### src/hw/rtl/ghsd_pkg.sv
// Shared types, constants and field layout for the gait heel-strike detector.
// No dependencies; imported by every module of the block.
package ghsd_pkg;

    localparam int STEPS_TO_READY_DEF = 5;
    localparam int TIME_WIDTH_DEF     = 32;

    localparam int THR_W      = 16;
    localparam int SAMPLE_W   = 16;
    localparam int TIME_OUT_W = 32;
    localparam int HIST_W     = 15;
    localparam int MEAN_W     = 14;
    localparam int STEP_W     = 3;
    localparam int CFG_IDX_W  = 3;

    localparam logic [HIST_W-1:0] INTERVAL_MAX = 15'h7fff;
    // floor(x / 3) == (x * RECIP3) >> RECIP3_SHIFT for x <= 32768
    localparam logic [15:0] RECIP3       = 16'd43691;
    localparam int          RECIP3_SHIFT = 17;

    // input item layout
    localparam int S_TDATA_W = 96;
    localparam int IN_TIME_LO = 0;
    localparam int IN_LF_LO   = 32;
    localparam int IN_LS_LO   = 48;
    localparam int IN_RF_LO   = 64;
    localparam int IN_RS_LO   = 80;

    // result item layout
    localparam int M_TDATA_W   = 104;
    localparam int OUT_LST_BIT = 0;
    localparam int OUT_RST_BIT = 1;
    localparam int OUT_LT_LO   = 2;
    localparam int OUT_RT_LO   = 34;
    localparam int OUT_LM_LO   = 66;
    localparam int OUT_RM_LO   = 80;
    localparam int OUT_STEP_LO = 94;
    localparam int OUT_RDY_BIT = 97;

    typedef enum logic [CFG_IDX_W-1:0] {
        REG_LEFT_FORCE_THR  = 3'd0,
        REG_LEFT_SLOPE_THR  = 3'd1,
        REG_RIGHT_FORCE_THR = 3'd2,
        REG_RIGHT_SLOPE_THR = 3'd3,
        REG_PROSTH_ON_LEFT  = 3'd4
    } cfg_reg_t;

    typedef struct packed {
        logic a_load;   // item enters the update stage
        logic b_load;   // update stage moves to the output stage
    } pipe_ctrl_t;

    typedef struct packed {
        logic                  stance;
        logic [TIME_OUT_W-1:0] strike_time;
        logic [MEAN_W-1:0]     mean;
    } lane_out_t;

endpackage

### src/hw/rtl/ghsd_lane.sv
// One foot: phase tracking, strike time, interval history and mean period.
// Update stage on accept, mean multiply into the output stage. Uses ghsd_pkg.
module ghsd_lane #(
    parameter int TIME_WIDTH = ghsd_pkg::TIME_WIDTH_DEF
) (
    input  logic                                  aclk,
    input  logic                                  aresetn,
    input  ghsd_pkg::pipe_ctrl_t                  ctrl,
    input  logic [TIME_WIDTH-1:0]                 time_in,
    input  logic signed [ghsd_pkg::SAMPLE_W-1:0]  force_in,
    input  logic signed [ghsd_pkg::SAMPLE_W-1:0]  slope_in,
    input  logic signed [ghsd_pkg::THR_W-1:0]     force_thr,
    input  logic signed [ghsd_pkg::THR_W-1:0]     slope_thr,
    output logic                                  strike,
    output ghsd_pkg::lane_out_t                   lane_out
);
    import ghsd_pkg::*;

    logic                  phase_reg, phase_next;
    logic [TIME_WIDTH-1:0] last_reg, last_next;
    // two newest entries; with the new interval they make the three summed
    logic [HIST_W-1:0]     hist_reg [2];
    logic [HIST_W-1:0]     sum_reg, sum_next;
    logic                  strike_a_reg;

    logic                  stance_b_reg;
    logic [TIME_OUT_W-1:0] time_b_reg;
    logic [MEAN_W-1:0]     mean_reg, mean_next;

    logic                  strike_cond, lift_cond;
    logic signed [THR_W:0] lift_sum;
    logic                  lift;
    logic [TIME_WIDTH-1:0] interval;
    logic [HIST_W-1:0]     iv_clamp;
    logic [HIST_W+1:0]     sum_raw;
    logic [31:0]           prod;

    always_comb begin
        strike_cond = (slope_in > slope_thr) && (force_in < force_thr);
        // slope < -thr at full precision
        lift_sum    = $signed({slope_in[SAMPLE_W-1], slope_in})
                    + $signed({slope_thr[THR_W-1], slope_thr});
        lift_cond   = (lift_sum < 0) && (force_in > force_thr);
        strike      = ctrl.a_load && !phase_reg && strike_cond;
        lift        = ctrl.a_load && phase_reg && lift_cond;

        interval = time_in - last_reg;
        if (interval > TIME_WIDTH'(INTERVAL_MAX)) begin
            iv_clamp = INTERVAL_MAX;
        end else begin
            iv_clamp = interval[HIST_W-1:0];
        end
        sum_raw = {2'b00, iv_clamp} + {2'b00, hist_reg[0]} + {2'b00, hist_reg[1]};
        if (sum_raw > {2'b00, INTERVAL_MAX}) begin
            sum_next = INTERVAL_MAX;
        end else begin
            sum_next = sum_raw[HIST_W-1:0];
        end

        phase_next = phase_reg;
        last_next  = last_reg;
        if (strike) begin
            phase_next = 1'b1;
            last_next  = time_in;
        end else if (lift) begin
            phase_next = 1'b0;
        end

        prod = 32'({1'b0, sum_reg} + 16'd1) * 32'(RECIP3);
        mean_next = strike_a_reg ? prod[RECIP3_SHIFT +: MEAN_W] : mean_reg;
    end

    always_ff @(posedge aclk) begin
        if (!aresetn) begin
            phase_reg    <= 1'b0;
            last_reg     <= '0;
            hist_reg[0]  <= '0;
            hist_reg[1]  <= '0;
            mean_reg     <= '0;
            strike_a_reg <= 1'b0;
        end else begin
            phase_reg <= phase_next;
            last_reg  <= last_next;
            if (strike) begin
                hist_reg[0] <= iv_clamp;
                hist_reg[1] <= hist_reg[0];
            end
            if (ctrl.a_load) begin
                strike_a_reg <= strike;
            end
            if (ctrl.b_load) begin
                mean_reg <= mean_next;
            end
        end
    end

    // payload, no reset
    always_ff @(posedge aclk) begin
        if (ctrl.a_load) begin
            sum_reg <= sum_next;
        end
        if (ctrl.b_load) begin
            stance_b_reg <= phase_reg;
            time_b_reg   <= TIME_OUT_W'(last_reg);
        end
    end

    assign lane_out.stance      = stance_b_reg;
    assign lane_out.strike_time = time_b_reg;
    assign lane_out.mean        = mean_reg;

endmodule

### src/hw/rtl/ghsd_merge.sv
// Merge stage: prosthesis-side step counter, ready flag and result packing.
// Takes strike pulses and output-stage fields from both lanes. Uses ghsd_pkg.
module ghsd_merge #(
    parameter int STEPS_TO_READY = ghsd_pkg::STEPS_TO_READY_DEF
) (
    input  logic                              aclk,
    input  logic                              aresetn,
    input  ghsd_pkg::pipe_ctrl_t              ctrl,
    input  logic                              prosth_on_left,
    input  logic                              strike_left,
    input  logic                              strike_right,
    input  ghsd_pkg::lane_out_t               left_out,
    input  ghsd_pkg::lane_out_t               right_out,
    output logic [ghsd_pkg::M_TDATA_W-1:0]    m_tdata
);
    import ghsd_pkg::*;

    localparam int CNT_W = $clog2(STEPS_TO_READY + 1);
    localparam logic [CNT_W-1:0] STEPS_MAX = CNT_W'(STEPS_TO_READY);

    logic [CNT_W-1:0]  count_reg, count_next;
    logic              ready_reg, ready_next;
    logic [STEP_W-1:0] step_b_reg;
    logic              ready_b_reg;
    logic              step_hit;

    always_comb begin
        step_hit   = prosth_on_left ? strike_left : strike_right;
        count_next = count_reg;
        if (step_hit && (count_reg < STEPS_MAX)) begin
            count_next = count_reg + 1'b1;
        end
        ready_next = ready_reg || (step_hit && (count_next >= STEPS_MAX));
    end

    always_ff @(posedge aclk) begin
        if (!aresetn) begin
            count_reg <= '0;
            ready_reg <= 1'b0;
        end else begin
            count_reg <= count_next;
            ready_reg <= ready_next;
        end
    end

    always_ff @(posedge aclk) begin
        if (ctrl.b_load) begin
            step_b_reg  <= STEP_W'(count_reg);
            ready_b_reg <= ready_reg;
        end
    end

    always_comb begin
        m_tdata = '0;
        m_tdata[OUT_LST_BIT]                = left_out.stance;
        m_tdata[OUT_RST_BIT]                = right_out.stance;
        m_tdata[OUT_LT_LO +: TIME_OUT_W]    = left_out.strike_time;
        m_tdata[OUT_RT_LO +: TIME_OUT_W]    = right_out.strike_time;
        m_tdata[OUT_LM_LO +: MEAN_W]        = left_out.mean;
        m_tdata[OUT_RM_LO +: MEAN_W]        = right_out.mean;
        m_tdata[OUT_STEP_LO +: STEP_W]      = step_b_reg;
        m_tdata[OUT_RDY_BIT]                = ready_b_reg;
    end

endmodule

### src/hw/rtl/gait_heel_strike_detector.sv
// Gait heel-strike detector: two foot lanes in parallel plus a merge stage.
// Pipeline: accepted item -> update stage -> output stage (mean) -> result valid.
// Throughput: 1 item per cycle while the output is not stalled; both lanes and
// the counter update in one stage.
// Reset: aresetn synchronous active low; clears phases, strike times, histories,
// means, step counter, ready flag, config registers and both valid stages.
module gait_heel_strike_detector #(
    parameter int STEPS_TO_READY = ghsd_pkg::STEPS_TO_READY_DEF,
    parameter int TIME_WIDTH     = ghsd_pkg::TIME_WIDTH_DEF
) (
    input  logic                               aclk,
    input  logic                               aresetn,
    input  logic                               cfg_wr_en,
    input  logic [ghsd_pkg::CFG_IDX_W-1:0]     cfg_index,
    input  logic [ghsd_pkg::THR_W-1:0]         cfg_wdata,
    input  logic                               s_tvalid,
    output logic                               s_tready,
    // time_count[31:0], left_force, left_slope, right_force, right_slope
    input  logic [ghsd_pkg::S_TDATA_W-1:0]     s_tdata,
    output logic                               m_tvalid,
    input  logic                               m_tready,
    // left_in_stance, right_in_stance, left_strike_time, right_strike_time,
    // left_mean_period, right_mean_period, step_count, detect_ready, zero pad
    output logic [ghsd_pkg::M_TDATA_W-1:0]     m_tdata
);
    import ghsd_pkg::*;

    logic signed [THR_W-1:0] lf_thr_reg, ls_thr_reg, rf_thr_reg, rs_thr_reg;
    logic                    prosth_left_reg;
    logic                    a_valid_reg, b_valid_reg;
    logic                    b_free;
    pipe_ctrl_t              ctrl;
    logic                    strike_left, strike_right;
    lane_out_t               left_out, right_out;
    logic [TIME_WIDTH-1:0]   time_in;

    always_ff @(posedge aclk) begin
        if (!aresetn) begin
            lf_thr_reg      <= '0;
            ls_thr_reg      <= '0;
            rf_thr_reg      <= '0;
            rs_thr_reg      <= '0;
            prosth_left_reg <= 1'b0;
        end else if (cfg_wr_en) begin
            unique case (cfg_index)
                REG_LEFT_FORCE_THR:  lf_thr_reg      <= cfg_wdata;
                REG_LEFT_SLOPE_THR:  ls_thr_reg      <= cfg_wdata;
                REG_RIGHT_FORCE_THR: rf_thr_reg      <= cfg_wdata;
                REG_RIGHT_SLOPE_THR: rs_thr_reg      <= cfg_wdata;
                REG_PROSTH_ON_LEFT:  prosth_left_reg <= cfg_wdata[0];
                default: ;
            endcase
        end
    end

    always_comb begin
        b_free      = !b_valid_reg || m_tready;
        s_tready    = !a_valid_reg || b_free;
        ctrl.a_load = s_tvalid && s_tready;
        ctrl.b_load = a_valid_reg && b_free;
    end

    always_ff @(posedge aclk) begin
        if (!aresetn) begin
            a_valid_reg <= 1'b0;
            b_valid_reg <= 1'b0;
        end else begin
            if (ctrl.a_load) begin
                a_valid_reg <= 1'b1;
            end else if (ctrl.b_load) begin
                a_valid_reg <= 1'b0;
            end
            if (ctrl.b_load) begin
                b_valid_reg <= 1'b1;
            end else if (m_tready) begin
                b_valid_reg <= 1'b0;
            end
        end
    end

    assign m_tvalid = b_valid_reg;
    assign time_in  = TIME_WIDTH'(s_tdata[IN_TIME_LO +: TIME_OUT_W]);

    ghsd_lane #(.TIME_WIDTH(TIME_WIDTH)) u_left (
        .aclk      (aclk),
        .aresetn   (aresetn),
        .ctrl      (ctrl),
        .time_in   (time_in),
        .force_in  (s_tdata[IN_LF_LO +: SAMPLE_W]),
        .slope_in  (s_tdata[IN_LS_LO +: SAMPLE_W]),
        .force_thr (lf_thr_reg),
        .slope_thr (ls_thr_reg),
        .strike    (strike_left),
        .lane_out  (left_out)
    );

    ghsd_lane #(.TIME_WIDTH(TIME_WIDTH)) u_right (
        .aclk      (aclk),
        .aresetn   (aresetn),
        .ctrl      (ctrl),
        .time_in   (time_in),
        .force_in  (s_tdata[IN_RF_LO +: SAMPLE_W]),
        .slope_in  (s_tdata[IN_RS_LO +: SAMPLE_W]),
        .force_thr (rf_thr_reg),
        .slope_thr (rs_thr_reg),
        .strike    (strike_right),
        .lane_out  (right_out)
    );

    ghsd_merge #(.STEPS_TO_READY(STEPS_TO_READY)) u_merge (
        .aclk           (aclk),
        .aresetn        (aresetn),
        .ctrl           (ctrl),
        .prosth_on_left (prosth_left_reg),
        .strike_left    (strike_left),
        .strike_right   (strike_right),
        .left_out       (left_out),
        .right_out      (right_out),
        .m_tdata        (m_tdata)
    );

endmodule

### config.mk
export PLATFORM = sky130hd
export DESIGN_NAME = gait_heel_strike_detector
export DESIGN_NICKNAME = d
export VERILOG_FILES = /design/src/hw/rtl/ghsd_pkg.sv /design/src/hw/rtl/ghsd_lane.sv /design/src/hw/rtl/ghsd_merge.sv /design/src/hw/rtl/gait_heel_strike_detector.sv
export SDC_FILE = /design/constraint.sdc
export NUM_CORES = 1
export LEC_CHECK = 0
export CAP_MARGIN = 20
export CELL_PAD_IN_SITES_DETAIL_PLACEMENT = 0
export CELL_PAD_IN_SITES_GLOBAL_PLACEMENT = 1
export CORE_MARGIN = 2
export CORE_UTILIZATION = 30
export DETAILED_ROUTE_END_ITERATION = 8
export DONT_BUFFER_PORTS = 1
export GPL_TIMING_DRIVEN = 0
export PLACE_DENSITY_LB_ADDON = 0.1
export SETUP_SLACK_MARGIN = 0.3
export SLEW_MARGIN = 15
export SYNTH_ARGS = -nofsm -noshare
export SYNTH_HDL_FRONTEND = slang
export SYNTH_SLANG_ARGS = --single-unit
export TNS_END_PERCENT = 30
### constraint.sdc
create_clock -name aclk -period 10.3 [get_ports aclk]
set_input_delay 1.545 -clock aclk [delete_from_list [all_inputs] [get_ports aclk]]
set_output_delay 1.545 -clock aclk [all_outputs]
set_load 0.02 [all_outputs]
* Word level (Yosys, flattened, before mapping)
Memory sizes are Yosys's and may differ from the RTL's.
Cells that the tools add are included.
** Storage, ports and cells
- Bits in registers :: 267
- Bits in latches :: 0
- RAM bits :: 60
- Memory bits (read-only) :: 0
- Output and inout port bits :: 106
- Logic and storage cells :: 120
- Memories :: 2
** Cells by class
- Add/sub/neg operators :: 11
- Multipliers :: 2
- Div/mod/pow operators :: 0
- Order comparisons :: 14
- Eq/ne operators :: 4
- Shift operators :: 0
- Muxes and demuxes :: 23
- Bitwise operators :: 4
- Reductions and logical operators :: 35
** Memories
- u_left.hist_reg :: words 2, bits a word 15, rd ports 2, clocked after Yosys merged registers in 0, wr ports 2, RTL line ghsd_lane.sv:22 : logic [HIST_W-1:0] hist_reg [2];
- u_right.hist_reg :: words 2, bits a word 15, rd ports 2, clocked after Yosys merged registers in 0, wr ports 2, RTL line ghsd_lane.sv:22
** Operator list (count)
- 15-bit two-way mux :: 6
- 16-bit greater-than comparator :: 4
- 32-bit by 15-bit greater-than comparator with 1-bit output (second input constant) :: 2
- 32-bit by 16-bit multiplier with 31-bit output (second input constant) :: 2
- 32-bit subtractor :: 2
- 16-bit by 16-bit adder with 17-bit output :: 2
- 17-bit by 15-bit adder with 17-bit output :: 2
- 17-bit by 15-bit greater-than comparator with 1-bit output (second input constant) :: 2
- 17-bit by 1-bit less-than comparator with 1-bit output (second input constant) :: 2
- 15-bit by 1-bit adder with 16-bit output (second input constant) :: 2
- 15-bit by 15-bit adder with 16-bit output :: 2
- 16-bit less-than comparator :: 2
- 1-bit logical AND :: 16
- 1-bit two-way mux :: 16
- 2-bit AND reduction :: 7
- 2-bit nonzero test :: 4
- 3-bit by 2-bit == test with 1-bit output (second input constant) :: 2
- 1-bit zero test :: 4
- 1-bit OR :: 4
- 3-bit by 1-bit adder with 3-bit output (second input constant) :: 1
- 3-bit by 1-bit == test with 1-bit output (second input constant) :: 1
- 3-bit == test (second input constant) :: 1
- 3-bit >= comparator (second input constant) :: 1
- 3-bit zero test :: 1
- 3 further kinds :: 5

* Longest topological paths before layout
Gate-level depths: netlist of run 1.
- Depth after elaboration :: 12
- Mapped depth :: 35
- Depth with buffers taken out :: 34

* By module
A second synthesis of run 1 with hierarchy kept.
** Second synthesis, totals
- Cells, all modules :: 3241
- Area total of the unflattened synthesis :: 30350.4 um2
** By module, submodules not included
- ghsd_lane at u_right :: instances 1, cells each 1464, area each 13550.5 um2, seq. area each 3303.2 um2
- ghsd_lane at u_left :: instances 1, cells each 1405, area each 13211.4 um2, seq. area each 3303.2 um2
- gait_heel_strike_detector :: instances 1, cells each 242, area each 2489.9 um2, seq. area each 1341.3 um2
- ghsd_merge :: instances 1, cells each 130, area each 1098.6 um2, seq. area each 200.2 um2

* Worst setup path after synthesis of run 1
OpenSTA, ideal clock, no wires.
- Path type :: input to register
- From :: in s_tdata[0] (netlist name)
- To :: reg u_right.sum_reg[14] (data pin)
- Library setup time :: 0.264 ns
- Arrival :: 8.040 ns
- Data required time :: 10.036 ns
- Path slack :: 1.996 ns
- Stages on the path :: 30
- Path buffers :: 1
- Cell sequence :: inv_1 ha_1 inv_1 fa_1 a211oi_2 o211ai_2 nand4_2 nand3_2 o2111a_1 or3_1 a2111o_1 or2_4 or4b_1 ha_1 a21o_1 a21oi_1 o21ai_0 a31oi_1 o21ai_0 a21oi_1 xnor2_1 ha_1 nand4_1 a21oi_1 o31a_1 or2_0 a2111oi_0 o21ba_2 clkbuf_1 nand2_1
** On the way
- Word-level cells in the longest chain between the ends :: 6
** RTL lines
- start, declared :: RTL line gait_heel_strike_detector.sv:19 : input logic [ghsd_pkg::S_TDATA_W-1:0] s_tdata,
- 32-bit subtractor (*) :: RTL line ghsd_lane.sv:47 : interval = time_in - last_reg;
- 32-bit by 15-bit greater-than comparator with 1-bit output :: RTL line ghsd_lane.sv:48 : if (interval > TIME_WIDTH'(INTERVAL_MAX)) begin
- 15-bit two-way mux (*) :: RTL line ghsd_lane.sv:48
- net u_right.iv_clamp[1] :: RTL line ghsd_lane.sv:34 : logic [HIST_W-1:0] iv_clamp;
- 15-bit by 15-bit adder with 16-bit output (*) :: RTL line ghsd_lane.sv:53 : sum_raw = {2'b00, iv_clamp} + {2'b00, hist_reg[0]} + {2'b00, hist_reg[1]};
- 17-bit by 15-bit adder with 17-bit output (*) :: RTL line ghsd_lane.sv:53
- 17-bit by 15-bit greater-than comparator with 1-bit output :: RTL line ghsd_lane.sv:54 : if (sum_raw > {2'b00, INTERVAL_MAX}) begin
- end signal, assigned :: RTL line ghsd_lane.sv:100 : sum_reg <= sum_next;
- end, declared :: RTL line ghsd_lane.sv:23 : logic [HIST_W-1:0] sum_reg, sum_next;
The timed path passes the listed nets; every way through them passes the cells marked *.
A chain may end at the register's enable or synchronous reset.

* Worst setup path in the final report of run 1
- From :: in s_tdata[0] (netlist name)
- To :: reg u_right.sum_reg[13] (data pin)
** On the way
- Word-level cells in the longest chain between the ends :: 6
** RTL lines (RTL line)
- 32-bit subtractor (*) :: ghsd_lane.sv:47
- 32-bit by 15-bit greater-than comparator with 1-bit output :: ghsd_lane.sv:48
- 15-bit two-way mux (*) :: ghsd_lane.sv:48
- 15-bit by 15-bit adder with 16-bit output (*) :: ghsd_lane.sv:53
- 17-bit by 15-bit adder with 17-bit output (*) :: ghsd_lane.sv:53
- 17-bit by 15-bit greater-than comparator with 1-bit output :: ghsd_lane.sv:54
Mark *: on every way between the ends. The rest lies on a longest branch, timed or not.

==> metrics.log, run 1 <==
INFO  metric outcome = finished, final reports clean
INFO  metric timing.max_slew.rel_slack = 0.329
INFO  metric r2r.worst_path.cells = 32
INFO  metric drv_cap = 0
INFO  metric post_drt_antenna_nets = 0
INFO  metric worstPathArrival = between 9 and 10 ns
INFO  metric fp.coreArea = between 0.09 and 0.1 mm^2
INFO  metric die_area = around 0.099 mm^2
INFO  metric design.final.nets = ~3900
INFO  metric yosys_warnings = 0
INFO  metric critical_path_peak_fanout = 10
INFO  metric first_global_vias = between 20000 and 25000
INFO  metric post_cts_hold_buffer_count = 0
INFO  metric buffer_ports.inserted = 0
INFO  metric core.rowCount = between 100 and 150
INFO  metric fmax = roughly 0.11 GHz
INFO  metric timing.critical_path.slowest_cell_delay = a little under 0.6 ns
INFO  metric hold_vio_cnt_final = 0
INFO  metric timing.final.crit_period = roughly 9.0 ns
INFO  metric io-pin-count = roughly 230
INFO  metric hold_depth = 0
INFO  metric first_pass_grt_wire_length = ~130000 um
INFO  metric tritoncts.num_buffers = 44
INFO  metric grt_use_total = 0.172
INFO  metric drt-wirelength-per-cell = between 15 and 20 um
INFO  metric async_reset_ff_frac = 0
INFO  metric timing.critical_path.slowest_stage_cell = sky130_fd_sc_hd__nor4b_1
INFO  metric min_path_type = reg2reg
INFO  metric setup_viol = 0
INFO  metric ys_ff_latch = between 300 and 400
INFO  metric startpoint_type = primary input
INFO  metric number_of_antenna_violations_at_the_first_check_in_global_routing = 1
INFO  metric synth_top_area_frac = 0.206
INFO  metric globalplace.congestion = between 0.8 and 0.9
INFO  metric yosysUniqueCellTypes = ~90
INFO  metric cts_root_buffer = sky130_fd_sc_hd__clkbuf_16
INFO  metric synthFlopType = sky130_fd_sc_hd__dfxtp_1
INFO  metric synth_enable_flop_cells = 160
INFO  metric die-width = around 310 um
INFO  metric tns = 0 ns
INFO  metric ys_seq_area_frac = 0.283
INFO  metric drt_pre_antenna_iters = 5
INFO  metric crit_family = compound AO/OA/AOI/OAI gates
INFO  metric cp.buffers_inverters = 4
INFO  metric route.final.wire_length = about 85000 um
INFO  metric clock_skew = between 0.03 and 0.04 ns
INFO  metric drcViolationCount = 0
INFO  metric max-clock-path-buffers = 3
INFO  metric clock_tree_from_tritoncts = built
INFO  metric netlist_area = roughly 0.029 mm^2
INFO  metric routed-via-count = approximately 22000
INFO  metric cts_resized = 0
INFO  metric critPathMostFrequentCell = sky130_fd_sc_hd__o21ai_0
INFO  metric area_delta_synth_final = 10.8%
INFO  metric starting_drt_drc_count = 907
INFO  metric die-height = 314 um
INFO  metric globalRoute.totalOverflow = 0
INFO  metric worst_setup_path_end_kind = flip-flop
INFO  metric h-tree-depth = 2
INFO  metric worst_hold_slack = between 0.4 and 0.5 ns
INFO  metric reg2reg_setup_slack = around 1.9 ns
INFO  metric post_synth_inst_count = around 3100
INFO  metric hpwlAfterDp = between 70000 and 80000 um
INFO  metric floorplan.initialDensity = 0.303
INFO  metric critical_path_depth = 33
INFO  metric final_max_slew_viol_count = 0
INFO  metric grt_max_degree = 38
INFO  metric synthDominantAreaCellType = sky130_fd_sc_hd__ha_1
INFO  metric final_layout_size_suffix_gt1_frac = 0.0397
INFO  metric clkTransAtPathRegs = ~0.05 ns
INFO  metric yosys-top-cells-area = sky130_fd_sc_hd__ha_1, sky130_fd_sc_hd__edfxtp_1, sky130_fd_sc_hd__fa_1, sky130_fd_sc_hd__dfxtp_1, sky130_fd_sc_hd__inv_1
INFO  metric insertedDiodeCount = 0
INFO  metric post-cts-setup-buffers = 0
INFO  metric synthesized_area_divided_by_synthesized_cell_count = approximately 9.3 um^2
INFO  metric total_of_fill_cells_in_the_finished_design = 9932
INFO  metric clock_sink_count = 327
INFO  metric worst_skew_pair.late_latency = 0.63 ns
INFO  metric final_cycle_share = 0.870
INFO  metric worst_pin_slew = ~1.0 ns
INFO  metric layout.core_utilization = 0.336
INFO  metric cp_data_required_time = between 10 and 15 ns
INFO  metric critPathKind = in2reg
INFO  metric post_drt_via_cell_ratio = between 4 and 5
INFO  metric grt_setup_unrepaired = false
[through the flow]
stage	area (um^2)	std cells	setup WS, ns
2_1_floorplan	28800	3117	2.00
3_3_place_gp	30400	4382	0.651
3_5_place_dp	30500	4385	0.671
4_1_cts	31900	4467	1.31
5_1_grt	31900	4467	0.605
6_report	31900	4467	1.34
[layer usage]
metal  global-route usage  routed length [um]
met3               0.0383                4090
met1                0.216               38300
met5                    0                   0
met2                0.293               40400
met4               0.0488                2380
[area by class of cell]
cell class | instances | area [um^2] | area share
plain buffers | 85 | 370 | 0.0116
multi-input cells | 2247 | 18600 | 0.583
repair buffers | 3 | 46.3 | 0.00145
clock inverters | 22 | 259 | 0.00811
inverters | 458 | 1720 | 0.0538
flip-flops and latches | 327 | 8150 | 0.255
clock buffers | 60 | 1200 | 0.0376
well taps | 1265 | 1580 | 0.0496
[cells in the final DEF (no fill, tap or decap), drive strengths merged, types with 43 or more instances in the layout]
cell,netlist,routed
inv,457,458
ha,474,474
xor2,56,56
fa,168,168
nand2,301,301
a21o,72,72
clkbuf,65,125
o21ai,91,91
nor2,183,183
dfxtp,167,167
a21oi,281,281
nand3,43,43
xnor2,87,87
edfxtp,160,160
and3,43,43
[cell usage after synthesis (5+ instances only)]
master                     instances
sky130_fd_sc_hd__buf_1             5
sky130_fd_sc_hd__edfxtp_1        160
sky130_fd_sc_hd__clkbuf_1         65
sky130_fd_sc_hd__and2_1           26
sky130_fd_sc_hd__nor3_1           27
sky130_fd_sc_hd__and3_1           43
sky130_fd_sc_hd__buf_4             9
sky130_fd_sc_hd__dfxtp_1         167
sky130_fd_sc_hd__o21ba_2           5
sky130_fd_sc_hd__a211o_1           7
sky130_fd_sc_hd__xnor2_1          87
sky130_fd_sc_hd__or3_1            27
sky130_fd_sc_hd__inv_1           457
sky130_fd_sc_hd__xor2_1           56
sky130_fd_sc_hd__a21o_1           71
sky130_fd_sc_hd__a31oi_1          17
sky130_fd_sc_hd__a21boi_0          5
sky130_fd_sc_hd__a221oi_1          5
sky130_fd_sc_hd__or2_2            10
sky130_fd_sc_hd__fa_1            168
sky130_fd_sc_hd__nand2_1         301
sky130_fd_sc_hd__o31a_1            7
sky130_fd_sc_hd__o211ai_1          5
sky130_fd_sc_hd__ha_1            474
sky130_fd_sc_hd__o21ai_0          88
sky130_fd_sc_hd__o31ai_1          11
sky130_fd_sc_hd__nor4_1           11
sky130_fd_sc_hd__o21bai_1         24
sky130_fd_sc_hd__a211oi_1         17
sky130_fd_sc_hd__nor2_1          183
sky130_fd_sc_hd__nand4_1          41
sky130_fd_sc_hd__a21oi_1         280
sky130_fd_sc_hd__o21a_1           26
sky130_fd_sc_hd__mux2i_1          37
sky130_fd_sc_hd__buf_2             5
sky130_fd_sc_hd__nand3_1          42
sky130_fd_sc_hd__nand2b_1         23
sky130_fd_sc_hd__nor2b_1          27
[cells by family after synthesis]
kind of cell | count (synthesis) | share of synthesized area
and+or+nand+nor | 785 | 0.128
adders and majority gates | 642 | 0.323
AOI/OAI and AO/OA | 632 | 0.137
buffers and inverters | 543 | 0.0724
DFF | 327 | 0.283
xor gates and xnor gates | 143 | 0.0435
muxes | 39 | 0.0136
other | 1 | 0.000130
[final timing paths]
kind,start,end
worst max-delay path,s_tdata[0],u_right.sum_reg[13]
worst min-delay path,u_left.last_reg[14],u_left.time_b_reg[14]
worst max register to register,u_right.last_reg[0],u_right.sum_reg[13]
worst min register to register,u_left.last_reg[14],u_left.time_b_reg[14]
Power of run 1 is not shown: default switching activity piles up to over one toggle a cycle in this logic, so the estimate is an artifact.
==> run 2: changes to the inputs <==
--- a/config.mk
+++ b/config.mk
@@ -6,8 +6,8 @@
 export NUM_CORES = 1
 export LEC_CHECK = 0
 export CAP_MARGIN = 20
-export CELL_PAD_IN_SITES_DETAIL_PLACEMENT = 0
-export CELL_PAD_IN_SITES_GLOBAL_PLACEMENT = 1
+export CELL_PAD_IN_SITES_DETAIL_PLACEMENT = 2
+export CELL_PAD_IN_SITES_GLOBAL_PLACEMENT = 2
 export CORE_MARGIN = 2
 export CORE_UTILIZATION = 30
 export DETAILED_ROUTE_END_ITERATION = 8
==> run 2 against run 1 <==
Core utilization increased by 0.18 points. Register-to-register slack got worse by 0.36 ns. Die area unchanged. Via count increased by 3.1%. Sequential cell count unchanged. Setup slack got worse by 0.36 ns. Non-clock buffer count decreased by 1. First-iteration DRC count decreased by 17%. Maximum frequency decreased by 3.8%. Cell count about the same. Largest cell class unchanged.
==> metrics.log, run 2 (same netlist as run 1, synthesis figures left out) <==
INFO  metric layout_commonest_cell = sky130_fd_sc_hd__ha_1
INFO  metric r2r.worst_path.cells = 32
INFO  metric h-tree-depth = 2
INFO  metric outcome = finished, final reports clean
INFO  metric crit_family = compound AO/OA/AOI/OAI gates
INFO  metric hold_vio_cnt_final = 0
INFO  metric startpoint_type = primary input
INFO  metric worst_hold_slack = ~0.43 ns
INFO  metric die_area = between 0.09 and 0.1 mm^2
INFO  metric critPathKind = in2reg
INFO  metric first_pass_grt_wire_length = around 150000 um
INFO  metric design.final.nets = between 3000 and 4000
INFO  metric timing.critical_path.slowest_stage_cell = sky130_fd_sc_hd__nor4b_1
INFO  metric setup_viol = 0
INFO  metric buffer_ports.inserted = 0
INFO  metric clock_tree_from_tritoncts = built
INFO  metric final_max_slew_viol_count = 0
INFO  metric cp.buffers_inverters = 4
INFO  metric timing.final.crit_period = 9.32 ns
INFO  metric layout_common_cells = sky130_fd_sc_hd__ha_1, sky130_fd_sc_hd__inv_1, sky130_fd_sc_hd__nand2_1, sky130_fd_sc_hd__a21oi_1, sky130_fd_sc_hd__nor2_1
INFO  metric critical_path_depth = 33
INFO  metric drv_cap = 0
INFO  metric worst_setup_path_end_kind = flip-flop
INFO  metric cp_data_required_time = between 10 and 15 ns
INFO  metric post-cts-setup-buffers = 0
INFO  metric routed-via-count = approximately 22000
INFO  metric worstPathArrival = about 9.7 ns
INFO  metric timing.critical_path.slowest_cell_delay = roughly 0.60 ns
INFO  metric fp.coreArea = ~0.095 mm^2
INFO  metric multi_input_comb_area = ~0.019 mm^2
INFO  metric io-pin-count = roughly 230
INFO  metric floorplan.initialDensity = 0.303
INFO  metric fmax = between 0.1 and 0.15 GHz
INFO  metric area_delta_synth_final = 11.5%
INFO  metric worstSetupStartpoint = s_tdata[0]
INFO  metric clkTransAtPathRegs = approximately 0.060 ns
INFO  metric post-route-worst-setup-slack = around 1 ns
INFO  metric critical_r2r_launch = u_right.last_reg[0]
INFO  metric worst_case_setup_slack_after_placement = approximately 0.33 ns
INFO  metric grt_setup_unrepaired = false
INFO  metric die-height = ~310 um
INFO  metric total_of_fill_cells_in_the_finished_design = between 10000 and 15000
INFO  metric worstReg2RegEnd = u_right.sum_reg[11]
INFO  metric die-width = ~310 um
INFO  metric drcViolationCount = 0
INFO  metric min_path_type = reg2reg
INFO  metric starting_drt_drc_count = 753
INFO  metric core.rowCount = ~110
INFO  metric cts_root_buffer = sky130_fd_sc_hd__clkbuf_16
INFO  metric final_cycle_share = 0.905
INFO  metric critical_path_peak_fanout = 10
INFO  metric clock_skew = 0.0263 ns
INFO  metric globalRoute.totalOverflow = 0
INFO  metric crit_path_end = u_right.sum_reg[11]
INFO  metric post_cts_hold_buffer_count = 0
INFO  metric worst_pin_slew = approximately 1.1 ns
INFO  metric post_drt_antenna_nets = 0
INFO  metric globalplace.congestion = about 0.85
INFO  metric tritoncts.num_buffers = 46
INFO  metric route.final.wire_length = 95200 um
INFO  metric drt-wirelength-per-cell = between 20 and 25 um
INFO  metric tns = 0 ns
INFO  metric grt_max_degree = 42
INFO  metric reg2reg_setup_slack = 1.49 ns
INFO  metric hpwlAfterDp = 78900 um
INFO  metric cts_resized = 0
INFO  metric drt_pre_antenna_iters = 4
INFO  metric clock_sink_count = 327
INFO  metric final_layout_size_suffix_gt1_frac = 0.0424
INFO  metric timing.max_slew.rel_slack = 0.266
INFO  metric grt_use_total = 0.194
INFO  metric first_global_vias = approximately 25000
INFO  metric post_drt_via_cell_ratio = between 4 and 5
INFO  metric worst_skew_pair.late_latency = just over 0.6 ns
INFO  metric seqCellArea = between 0.008 and 0.009 mm^2
INFO  metric max-clock-path-buffers = 3
INFO  metric number_of_antenna_violations_at_the_first_check_in_global_routing = 2
==> run 2: worst min path at each step <==
| stage | start | to | slack [ns] | cells after the start |
|---|---|---|---|---|
| final | u_left.last_reg[9] | u_left.time_b_reg[9] | 0.43 | 0 |
| after global routing | u_left.last_reg[9] | u_left.time_b_reg[9] | 0.46 | 0 |
| after CTS | u_left.last_reg[9] | u_left.time_b_reg[9] | 0.44 | 0 |
| after detailed placement | u_left.last_reg[23] | u_left.time_b_reg[23] | 0.42 | 0 |
| after global placement | u_left.last_reg[22] | u_left.time_b_reg[22] | 0.42 | 0 |
| after floorplan | u_left.last_reg[10] | u_left.time_b_reg[10] | 0.41 | 0 |
==> run 2: metrics by stage <==
stage,area [um^2],cells,utilization
floorplan,28800,3117,-
global placement,30400,4382,0.320
detailed placement,30500,4384,0.320
CTS,32100,4469,0.337
global route,32100,4470,0.337
finish,32100,4471,0.337
==> run 2: cell type report <==
type,count,share of cell area
plain buffers,85,0.0115
well taps,1265,0.0493
multi-input cells,2247,0.580
clock inverters,23,0.0104
clock buffers,62,0.0409
diodes,2,0.000156
flip-flops and latches,327,0.254
inverters,458,0.0535
repair buffers,2,0.000974
==> run 2: routing by layer <==
metal | track usage | up-vias | share of wire
met1 | 0.232 | 11100 | 0.42
met3 | 0.0403 | 113 | 0.045
met2 | 0.352 | 275 | 0.50
li1 | - | 10700 | -
met5 | 0 | - | 0
met4 | 0.0532 | 0 | 0.027
Power of run 2 is left out for the same reason.
